`config.mk`:
```
export PLATFORM = sky130hd
export DESIGN_NAME = mpct_cursor
export DESIGN_NICKNAME = d
export VERILOG_FILES = /design/src/rtl/mpct_pkg.sv /design/src/rtl/mpct_cursor.sv
export SDC_FILE = /design/constraint.sdc
export NUM_CORES = 1
export LEC_CHECK = 0
export ABC_AREA = 1
export BUFFER_PORTS_ARGS = -buffer_cell sky130_fd_sc_hd__buf_2
export CAP_MARGIN = 25
export CORE_MARGIN = 2
export CORE_UTILIZATION = 41
export DETAILED_ROUTE_END_ITERATION = 10
export SETUP_SLACK_MARGIN = 0.5
export SLEW_MARGIN = 40
export SYNTH_ARGS = -nofsm -noshare
export SYNTH_HDL_FRONTEND = slang
export SYNTH_SLANG_ARGS = --single-unit
export TNS_END_PERCENT = 1
```
`constraint.sdc`:
```
create_clock -name clock -period 4.8 [get_ports clock]
set_input_delay 0.96 -clock clock [delete_from_list [all_inputs] [get_ports clock]]
set_output_delay 0.96 -clock clock [all_outputs]
set_load 0.02 [all_outputs]
```
`src/rtl/mpct_pkg.sv`:
```
// ----------------------------------------------------------------------------
// mpct_pkg
// Shared types and constants for the mouse packet cursor tracker.
// ----------------------------------------------------------------------------
package mpct_pkg;

   localparam int DEFAULT_POSITION_BITS = 12;
   localparam int RES_BITS              = 12;
   localparam int DATA_BITS             = 8;
   localparam int DELTA_BITS            = DATA_BITS + 1;
   localparam int CSR_INDEX_BITS        = 1;

   localparam logic [RES_BITS-1:0] HRES_RESET = 12'd1280;
   localparam logic [RES_BITS-1:0] VRES_RESET = 12'd1024;

   localparam int CURSOR_COL_RESET = 640;
   localparam int CURSOR_ROW_RESET = 512;

   // Bit positions inside the first byte of a packet.
   localparam int LEFT_POS   = 0;
   localparam int RIGHT_POS  = 1;
   localparam int MIDDLE_POS = 2;
   localparam int SYNC_POS   = 3;
   localparam int XSIGN_POS  = 4;
   localparam int YSIGN_POS  = 5;
   localparam int XOVF_POS   = 6;
   localparam int YOVF_POS   = 7;

   localparam logic [CSR_INDEX_BITS-1:0] CSR_HRES = 1'b0;
   localparam logic [CSR_INDEX_BITS-1:0] CSR_VRES = 1'b1;

   typedef enum logic [1:0] {
      SLOT_HEADER,
      SLOT_DX,
      SLOT_DY
   } slot_type;

   typedef struct packed {
      logic last_slot;    // the next byte completes a packet
      logic packet_done;  // a packet completes on this transaction
   } asm_status_type;

endpackage

```
`src/rtl/mpct_cursor.sv`:
```
// ----------------------------------------------------------------------------
// mpct_cursor
// Cursor position registers with the clamped move applied per packet.
// ----------------------------------------------------------------------------
module mpct_cursor #(
   parameter int POSITION_BITS = mpct_pkg::DEFAULT_POSITION_BITS
) (
   input  logic                                clock,
   input  logic                                reset,
   input  logic                                update,
   input  logic signed [mpct_pkg::DELTA_BITS-1:0] delta_x,
   input  logic signed [mpct_pkg::DELTA_BITS-1:0] delta_y,
   input  logic [mpct_pkg::RES_BITS-1:0]       horiz_res,
   input  logic [mpct_pkg::RES_BITS-1:0]       vert_res,
   output logic [POSITION_BITS-1:0]            cursor_x_next,
   output logic [POSITION_BITS-1:0]            cursor_y_next
);
   import mpct_pkg::*;

   // Wide enough for position plus or minus a delta, and for any resolution.
   localparam int SUM_BITS = POSITION_BITS + 2;
   localparam logic signed [SUM_BITS-1:0] POS_LIMIT =
      SUM_BITS'((1 << POSITION_BITS) - 1);

   logic [POSITION_BITS-1:0]  cursor_col_ff, cursor_col_in;
   logic [POSITION_BITS-1:0]  cursor_row_ff, cursor_row_in;
   logic signed [SUM_BITS-1:0] col_sum;
   logic signed [SUM_BITS-1:0] row_sum;

   function automatic logic [POSITION_BITS-1:0] clamp_axis(
      input logic signed [SUM_BITS-1:0] pos,
      input logic [RES_BITS-1:0]        res
   );
      logic signed [SUM_BITS-1:0] hi;
      logic signed [SUM_BITS-1:0] result;
      // A zero resolution pins the axis at zero.
      if (res == '0) hi = '0;
      else           hi = $signed(SUM_BITS'(res) - SUM_BITS'(1));
      if (hi > POS_LIMIT) hi = POS_LIMIT;
      if (pos < 0)       result = '0;
      else if (pos > hi) result = hi;
      else               result = pos;
      return result[POSITION_BITS-1:0];
   endfunction

   always_comb begin
      col_sum       = $signed(SUM_BITS'(cursor_col_ff)) + SUM_BITS'(delta_x);
      // Upward movement is positive, while rows grow downward.
      row_sum       = $signed(SUM_BITS'(cursor_row_ff)) - SUM_BITS'(delta_y);
      cursor_x_next = clamp_axis(col_sum, horiz_res);
      cursor_y_next = clamp_axis(row_sum, vert_res);
      cursor_col_in = update ? cursor_x_next : cursor_col_ff;
      cursor_row_in = update ? cursor_y_next : cursor_row_ff;
   end

   always_ff @(posedge clock) begin
      if (reset) begin
         cursor_col_ff <= POSITION_BITS'(CURSOR_COL_RESET);
         cursor_row_ff <= POSITION_BITS'(CURSOR_ROW_RESET);
      end else begin
         cursor_col_ff <= cursor_col_in;
         cursor_row_ff <= cursor_row_in;
      end
   end

endmodule

```
==> impl_metrics.yaml <==
sta:
  fmax_mhz: 204
  post-route-period-util: 1.02
  fin_ws_ps: -93.9
  finalClockSkew_ps: 17.6
  slew_headroom: 0.554
  hold_ws_ps: 539
  tightest_slew_ps: 668
  fin_crit_ps: 4890
  maxSlewViolCount: 0
  finalHoldViolCount: 0
  rsz0062_at_grt: "yes"
  final-setup-viol-count: 15
drt:
  vias: 5059
  drc_errors: 0
  drt_iter0_drc: 284
  dr.pass1.iters: 5
  vias_per_cell: 5.11
  ant_nets: 0
  routed_wl_um: 14000
  wl_per_cell_um: 14.2
finish:
  nNetsFinal: 959
  syn_to_final_growth_pct: 50.4
  drive_above_1_share: 0.422
  diodes: 0
  finalInstanceArea_mm2: 0.00636
setup_path:
  crit_chain: "buf_2, ha_4, a21oi_1, nand2_1, nand2_1, nand2_2, buf_4, xor2_1, inv_1, ha_1, nand2_1, nor2_4, nand2_1, nand3_1, nand2_4, nand3_4, buf_2, nand4_1, nand3_2, inv_1, buf_2"
  r2r_slack_ps: 400
  cp_num_cells: 21
  path_class: "primary input to output port"
  worstRegToRegCells: 29
  endpoint_kind: "output port"
  max_stage_delay_ps: 310
  crit_start: "delta_x[2]"
  rr_endpoint: "cursor_col_ff[7]"
  worstPathRequired_ps: 3840
  crit_path_start_kind: "primary input"
  cp_max_fo: 6
  cp.arrival_ps: 3930
  cp_slowest_cell: "ha_1"
  crit_buf_inv: 6
  path_delay_family: "simple AND/OR/NAND/NOR gates"
  crit_top_cell: "nand2_1"
  r2r-start: "cursor_col_ff[2]"
  crit_end: "cursor_x_next[5]"
cts:
  root_buffer: "clkbuf_8"
  ctsHoldBuffers: 0
  clockBufferDepth: 2
  numCtsBuffers: 3
  cts_tree: "built"
  clk_latency_ps: 280
  htree_levels: 1
  clkTransAtPathRegs_ps: 100
  cts_sinks: 24
synthesis:
  syn_area_mm2: 0.00423
  seq_area_frac_synth: 0.114
  async_flop_share: 0
  synth_edf_count: 0
  postSynthAreaPerCell_um2: 6.07
  synth_most_common_cell: "nand2_1"
  yosys-top-cells-count: "nand2_1, inv_1, ha_1"
  yosysTopAreaCellShare: 0.166
  ys_types: 31
  synth_area_leader_cell: "ha_1"
  ys_seq_elements: 24
  ys.flop_type: "dfxtp_1"
  synthCells: 697
  yosys_warnings: 0
  yosys-top-cells-area: "ha_1, nand2_1, inv_1"
power_and_ir_drop:
  p_int_mw: 0.923
  leakagePower_nw: 3.41
  ir_drop_v: 0.000120
  pwr-share-comb: 0.798
  p_clk_frac: 0.070
  p_total_mw: 1.82
  swShare: 0.494
  seqPwrFrac: 0.132
  netSwitchingPower_mw: 0.900
  pwr_density_cell_mw_per_mm2: 287
grt:
  grt_start_max_net_pins: 47
  antenna_found_initial: 0
  grt_pass1_wl_um: 20900
  grt_pass1_vias: 4707
  globalRouteTotalUtil: 0.224
  grt-ovfl-total: 0
outcome:
  outcome: "finished, violations left"
  violations: "negative setup slack"
hold_path:
  hp-class: "register to register"
  min-delay-start: "cursor_row_ff[0]"
placed_design:
  io_buffer_count: 68
  place_area_mm2: 0.00533
  place_hpwl_um: 10100
  place_ws_ps: -185
  gp_congestion: 0.939
flow_run:
  cap_violations: 0
floorplanning:
  start_util: 0.415
  die_h_um: 106
  io_pins: 69
  coreArea_mm2: 0.0102
  die_w_um: 106
  num_rows: 37
  die_area_mm2: 0.0111
[registers in the layout, summed over array words and instances (netlist names)]
name           flops
cursor_col_ff     12
cursor_row_ff     12
[worst min path at each step]
| stage | depth (start not counted) | to | slack [ps] |
|---|---|---|---|
| after floorplan | 2 | cursor_col_ff[7] | 440 |
| after global placement | 2 | cursor_col_ff[9] | 470 |
| after detailed placement | 2 | cursor_col_ff[9] | 480 |
| after CTS | 2 | cursor_col_ff[9] | 500 |
| after global routing | 2 | cursor_row_ff[0] | 570 |
| final | 2 | cursor_row_ff[0] | 540 |
[repair_timing]
item	in CTS	in global routing
setup buffers	28	11
pin swaps	19	71
gates resized for setup	27	141
cloned	1	6
setup endpoints to repair	24	26
[power groups by stage]
stage          clock (mW)  sequential [mW]  combinational (mW)
6_report            0.127            0.240                1.46
5_1_grt             0.140            0.242                1.58
4_1_cts             0.132            0.238                1.20
3_5_place_dp            0            0.242                1.09
3_3_place_gp            0            0.241                1.07
2_1_floorplan           0            0.238               0.754
[kinds of logic after synthesis]
family	after synthesis	synth area share
simple gates	350	0.394
compound gates	88	0.125
xor+xnor	20	0.0414
other cells	1	0.000887
fa+ha+maj	58	0.175
flops	24	0.114
buf+inv	156	0.149
[metrics by stage]
stage	std cells	setup TNS, ps	utilization
after floorplan	700	0	-
after global placement	941	-1040	0.523
after detailed placement	941	-2000	0.523
after CTS	973	0	0.560
after global routing	990	-4380	0.624
final	990	-664	0.624
[layout by cell type, fill, tap and decap left out, drive strengths merged]
cell      count
ha           56
dfxtp        24
nand3        72
nand2       189
a31o          1
a21oi        50
a21o          2
conb          4
xor2         19
o21bai        4
clkinvlp      1
o21ai        31
nor3          3
nor2         49
nand3b        1
fa            2
xnor2         1
or2           2
buf         166
inv         136
clkbuf        4
nand4        37
[metal layers]
| metal | vias up | GRT usage | wire length (um) |
|---|---|---|---|
| li1 | 2557 | - | - |
| met1 | 2319 | 0.271 | 5760 |
| met2 | 146 | 0.430 | 7440 |
| met3 | 37 | 0.0142 | 495 |
| met4 | 0 | 0.0517 | 327 |
| met5 | - | 0 | 0 |
[final cells by class]
type / count / area (um2)
multi-input cells: 523 / 3880
fillers: 937 / 3830
inverters: 137 / 523
flip-flops and latches: 24 / 480
clock buffers: 3 / 41.3
repair buffers: 167 / 1260
well taps: 136 / 170
[tightest hold or removal path: stages, from the launching register on]
cell     delay (ps)
dfxtp_1         340
o21ai_0          70
a21oi_1         100
No activity file was read; power rests on OpenSTA's default activity.
