==> src/rtl/mpct_pkg.sv <==
// ----------------------------------------------------------------------------
// mpct_pkg
// Shared types and constants for the mouse packet cursor tracker.
// ----------------------------------------------------------------------------
package mpct_pkg;

   localparam int DEFAULT_POSITION_BITS = 12;
   localparam int RES_BITS              = 12;
   localparam int DATA_BITS             = 8;
   localparam int DELTA_BITS            = DATA_BITS + 1;
   localparam int CSR_INDEX_BITS        = 1;

   localparam logic [RES_BITS-1:0] HRES_RESET = 12'd1280;
   localparam logic [RES_BITS-1:0] VRES_RESET = 12'd1024;

   localparam int CURSOR_COL_RESET = 640;
   localparam int CURSOR_ROW_RESET = 512;

   // Bit positions inside the first byte of a packet.
   localparam int LEFT_POS   = 0;
   localparam int RIGHT_POS  = 1;
   localparam int MIDDLE_POS = 2;
   localparam int SYNC_POS   = 3;
   localparam int XSIGN_POS  = 4;
   localparam int YSIGN_POS  = 5;
   localparam int XOVF_POS   = 6;
   localparam int YOVF_POS   = 7;

   localparam logic [CSR_INDEX_BITS-1:0] CSR_HRES = 1'b0;
   localparam logic [CSR_INDEX_BITS-1:0] CSR_VRES = 1'b1;

   typedef enum logic [1:0] {
      SLOT_HEADER,
      SLOT_DX,
      SLOT_DY
   } slot_type;

   typedef struct packed {
      logic last_slot;    // the next byte completes a packet
      logic packet_done;  // a packet completes on this transaction
   } asm_status_type;

endpackage

==> src/rtl/mpct_assembler.sv <==
// ----------------------------------------------------------------------------
// mpct_assembler
// Byte slot tracker that gathers three-byte packets and regains sync.
// ----------------------------------------------------------------------------
module mpct_assembler (
   input  logic                          clock,
   input  logic                          reset,
   input  logic                          byte_accept,
   input  logic [mpct_pkg::DATA_BITS-1:0] data_byte,
   output mpct_pkg::asm_status_type      status,
   output logic [mpct_pkg::DATA_BITS-1:0] first_byte,
   output logic [mpct_pkg::DATA_BITS-1:0] second_byte
);
   import mpct_pkg::*;

   slot_type                slot_ff, slot_in;
   logic [DATA_BITS-1:0]    first_byte_ff, first_byte_in;
   logic [DATA_BITS-1:0]    second_byte_ff, second_byte_in;

   always_comb begin
      slot_in = slot_ff;
      if (byte_accept) begin
         case (slot_ff)
            SLOT_HEADER: begin
               // A header without the always-one bit is dropped to resync.
               if (data_byte[SYNC_POS]) slot_in = SLOT_DX;
            end
            SLOT_DX: slot_in = SLOT_DY;
            SLOT_DY: slot_in = SLOT_HEADER;
            default: slot_in = SLOT_HEADER;
         endcase
      end
   end

   always_comb begin
      first_byte_in  = first_byte_ff;
      second_byte_in = second_byte_ff;
      status         = '0;
      case (slot_ff)
         SLOT_HEADER: begin
            if (byte_accept && data_byte[SYNC_POS]) first_byte_in = data_byte;
         end
         SLOT_DX: begin
            if (byte_accept) second_byte_in = data_byte;
         end
         default: begin
            status.last_slot   = 1'b1;
            status.packet_done = byte_accept;
         end
      endcase
   end

   always_ff @(posedge clock) begin
      if (reset) begin
         slot_ff <= SLOT_HEADER;
      end else begin
         slot_ff <= slot_in;
      end
      first_byte_ff  <= first_byte_in;
      second_byte_ff <= second_byte_in;
   end

   assign first_byte  = first_byte_ff;
   assign second_byte = second_byte_ff;

   a_done_returns_to_header: assert property (@(posedge clock) disable iff (reset)
      status.packet_done |=> slot_ff == SLOT_HEADER)
      else $error("slot did not return to header after a packet");

   a_bad_header_dropped: assert property (@(posedge clock) disable iff (reset)
      (slot_ff == SLOT_HEADER) && byte_accept && !data_byte[SYNC_POS]
      |=> slot_ff == SLOT_HEADER)
      else $error("unsynchronized header byte was not dropped");

   a_reset_to_header: assert property (@(posedge clock)
      reset |=> slot_ff == SLOT_HEADER)
      else $error("slot not at header after reset");

endmodule

==> config.mk <==
export PLATFORM = sky130hd
export DESIGN_NAME = mpct_assembler
export DESIGN_NICKNAME = d
export VERILOG_FILES = /design/src/rtl/mpct_pkg.sv /design/src/rtl/mpct_assembler.sv
export SDC_FILE = /design/constraint.sdc
export NUM_CORES = 1
export LEC_CHECK = 0
export BUFFER_PORTS_ARGS = -buffer_cell sky130_fd_sc_hd__clkbuf_2
export CAP_MARGIN = 20
export CELL_PAD_IN_SITES_DETAIL_PLACEMENT = 0
export CELL_PAD_IN_SITES_GLOBAL_PLACEMENT = 1
export CORE_MARGIN = 3
export CORE_UTILIZATION = 30
export DETAILED_ROUTE_END_ITERATION = 10
export GPL_ROUTABILITY_DRIVEN = 0
export PLACE_DENSITY = 0.72
export SLEW_MARGIN = 20
export SYNTH_ARGS = -nofsm -noshare
export SYNTH_HDL_FRONTEND = slang
export SYNTH_SLANG_ARGS = --single-unit
==> constraint.sdc <==
create_clock -name clock -period 1.2 [get_ports clock]
set_clock_uncertainty 0.05 [all_clocks]
set_input_delay 0.36 -clock clock [delete_from_list [all_inputs] [get_ports clock]]
set_output_delay 0.36 -clock clock [all_outputs]
set_load 0.05 [all_outputs]
==> flow_summary.yaml <==
cells_and_area:
  area_growth_syn_to_layout_pct: 72.44
  stdcell_area_mm2: 0.001010
  final_nets: 72
  drive_gt1_share_pct: 61.67
  n_antenna_cell: 0
  utilization_pct: 56.63
clock_tree:
  clock_latency_ps: 280
  numCtsBuffers: 3
  cts-htree-levels: 1
  cts_tree: "built"
  clk_pin_slew_worst_paths_ps: 100
  cts.sinks: 18
  root_buffer: "clkbuf_4"
  clk_path_buf_depth: 2
  hold_buffers: 0
outcome:
  status: "finished with violations"
  violations: "setup timing"
sta:
  slew_violations: 0
  max_slew_margin_pct: 85.08
  hold_violations: 0
  worst_pin_slew_ps: 223.8
  period_share_pct: 112.7
  grt_setup_unrepaired: "yes"
  fmax_mhz: 739.4
  setup_ws_ps: -152.5
  setup_viol: 18
  period_minus_slack_ps: 1353
worst_setup_path:
  critPathKind: "flop to primary output"
  critPathArrivalTime_ps: 940
  crit_chain: "and2_4 > clkbuf_16"
  setup.worst_path.end_class: "primary output"
  critPathMaxStageDelay_ps: 370
  rrSetupSlack_ps: 60
  worstReg2RegEnd: "first_byte[6]$_DFFE_PP_"
  required_ps: 790
  rr_worst_depth: 2
  crit_fanout: 5
  start_kind: "flop"
  critPathTopFamily: "flip-flops"
  r2r-start: "slot_ff[1]$_SDFFE_PP0P_"
  worst-path-buf-inv: 1
  slowest_stage: "dfxtp_4"
synth:
  synth-edff-count: 16
  postSynthCellCount: 26
  synth.distinct_cells: 8
  ys_ff_latch: 18
  ys_async_sr_fraction_pct: 0
  ys.flop_type: "edfxtp_1"
  synth.top_cell.area_share_pct: 82.05
  syn_area_um2: 585.6
  synthTopCellsByCount: "16 x edfxtp_1, 2 x dfxtp_1, 2 x nor2b_1, 2 x o21ba_1"
  synth_most_common_cell: "edfxtp_1"
  syn_nets: 37
  ys_warn_count: 0
  synth_area_per_cell_um2: 22.52
  synth-seq-area-share_pct: 88.89
  synth.largest_area_cell: "edfxtp_1"
  synthTopCellsByArea: "edfxtp_1 82%, dfxtp_1 6.8%, o21ba_1 3.4%"
floorplanning:
  rows: 15
  core-area_mm2: 0.001783
  fp.dieW_um: 50.18
  die_area_mm2: 0.002518
  pin_count: 29
  initial_core_util_pct: 32.84
  die_h_um: 50.18
power_and_ir_drop:
  ir_drop_v: 0.0007216
  p_int_mw: 0.9038
  power_switching_mw: 0.2808
  power.density_mw_per_mm2: 1173
  combPwrFrac_pct: 14.9
  pwr-share-clk_pct: 24.5
  p_leak_nw: 0.4218
  swShare_pct: 23.71
  power_frac_seq_pct: 60.6
global_routing:
  antenna_found_initial: 0
  grt_pass1_vias: 399
  grt_max_degree: 11
  grt_usage_pct: 11.23
  grt.overflow.total: 0
  grt_pass1_wl_mm: 2.007
drt:
  vias_per_cell: 4.235
  drt_wl_total_mm: 1.178
  drt_drc_violations_left: 0
  wl_per_cell_um: 13.86
  vias: 360
  dr.pass1.iters: 3
  drtIter0Drc: 2
  ant_nets: 0
hold_path:
  hp-class: "primary input to flop"
  min_from: "data_byte[7]"
  min_path_cells: 1
  holdPathEnd: "first_byte[7]$_DFFE_PP_"
placed_design:
  numPortBuffers: 28
  place_area_um2: 780.7
flow_run:
  maxCapViolCount: 0
==> metal layers <==
metal	track usage, %	wire length, um	part of all wire (%)	vias to the layer above
met5	0	0	0	-
li1	-	-	-	169
met3	4.748	121	10	0
met1	11.35	410	35	171
met2	19.57	646	55	20
met4	5.530	0	0	0
==> flip-flops by register name, summed over array words and instances (netlist names) <==
register     count
slot_ff          2
first_byte       8
second_byte      8
==> logic make-up (layout without fill, tap and decap cells) <==
family                 count (synthesis)  in the layout  synth area share, %
AND/OR/NAND/NOR                        5              5                7.051
flip-flops                            18             18                88.89
buffers and inverters                  1             35               0.6404
AO/OA/AOI/OAI                          2              2                3.419
==> layout by cell type, fill, tap and decap left out, drive strengths merged <==
cell	netlist	routed
nor2b	2	2
and4bb	1	1
edfxtp	16	16
o21ba	2	2
and2	1	1
dfxtp	2	2
buf	0	10
and3b	1	1
clkbuf	1	24
clkinv	0	1
==> worst reg2reg max path: stages, from the launching register on <==
cell	delay, ps
dfxtp_4	360
and4bb_1	310
buf_12	140
==> area by class of cell <==
| class | count | area, um2 |
|---|---|---|
| fill | 151 | 773.2 |
| sequential | 18 | 524.3 |
| timing repair buffer | 31 | 364.1 |
| multi-input combinational | 7 | 63.81 |
| tap | 25 | 31.28 |
| clock buffer | 3 | 22.52 |
| clock inverter | 1 | 3.754 |
==> timing repair <==
| action | 4_1_cts | 5_1_grt |
|---|---|---|
| pin swaps | 0 | 0 |
| setup buffers | 1 | 0 |
| endpoints found under the setup margin | 18 | 18 |
| resized for setup | 41 | 7 |
| cloned | 0 | 0 |
| endpoints found under the hold margin | 0 | 0 |
==> worst max-delay path by stage <==
stage                     depth (start not counted)  slack [ps]   endpoint                     from
after global routing                              2        -210  status[0]  slot_ff[1]$_SDFFE_PP0P_
after floorplan                                   1           3  status[1]  slot_ff[1]$_SDFFE_PP0P_
final                                             2        -150  status[0]  slot_ff[1]$_SDFFE_PP0P_
after detailed placement                          3         -80  status[0]              byte_accept
after CTS                                         2        -160  status[0]  slot_ff[1]$_SDFFE_PP0P_
after global placement                            3         -70  status[0]              byte_accept
==> power by group through the flow <==
stage	sequential [mW]	clock [mW]	combinational, mW
after global routing	0.721	0.344	0.184
after global placement	0.728	0	0.137
after CTS	0.715	0.295	0.172
final	0.718	0.291	0.176
after detailed placement	0.728	0	0.138
after floorplan	0.790	0	0.0220
==> per-stage QoR <==
stage          power (mW)  TNS (ps)  setup WS [ps]  std cells  hold WS, ps
3_3_place_gp       0.8641    -68.89         -68.89         80        501.3
6_report            1.185     -1438         -152.5         85        212.7
3_5_place_dp       0.8660    -180.0         -77.21         80        503.4
2_1_floorplan      0.8123         0          3.090         26        408.9
5_1_grt             1.249     -2474         -213.9         85        185.3
4_1_cts             1.183     -1486         -155.9         85        206.5
Power figures use the tool's default switching activity.
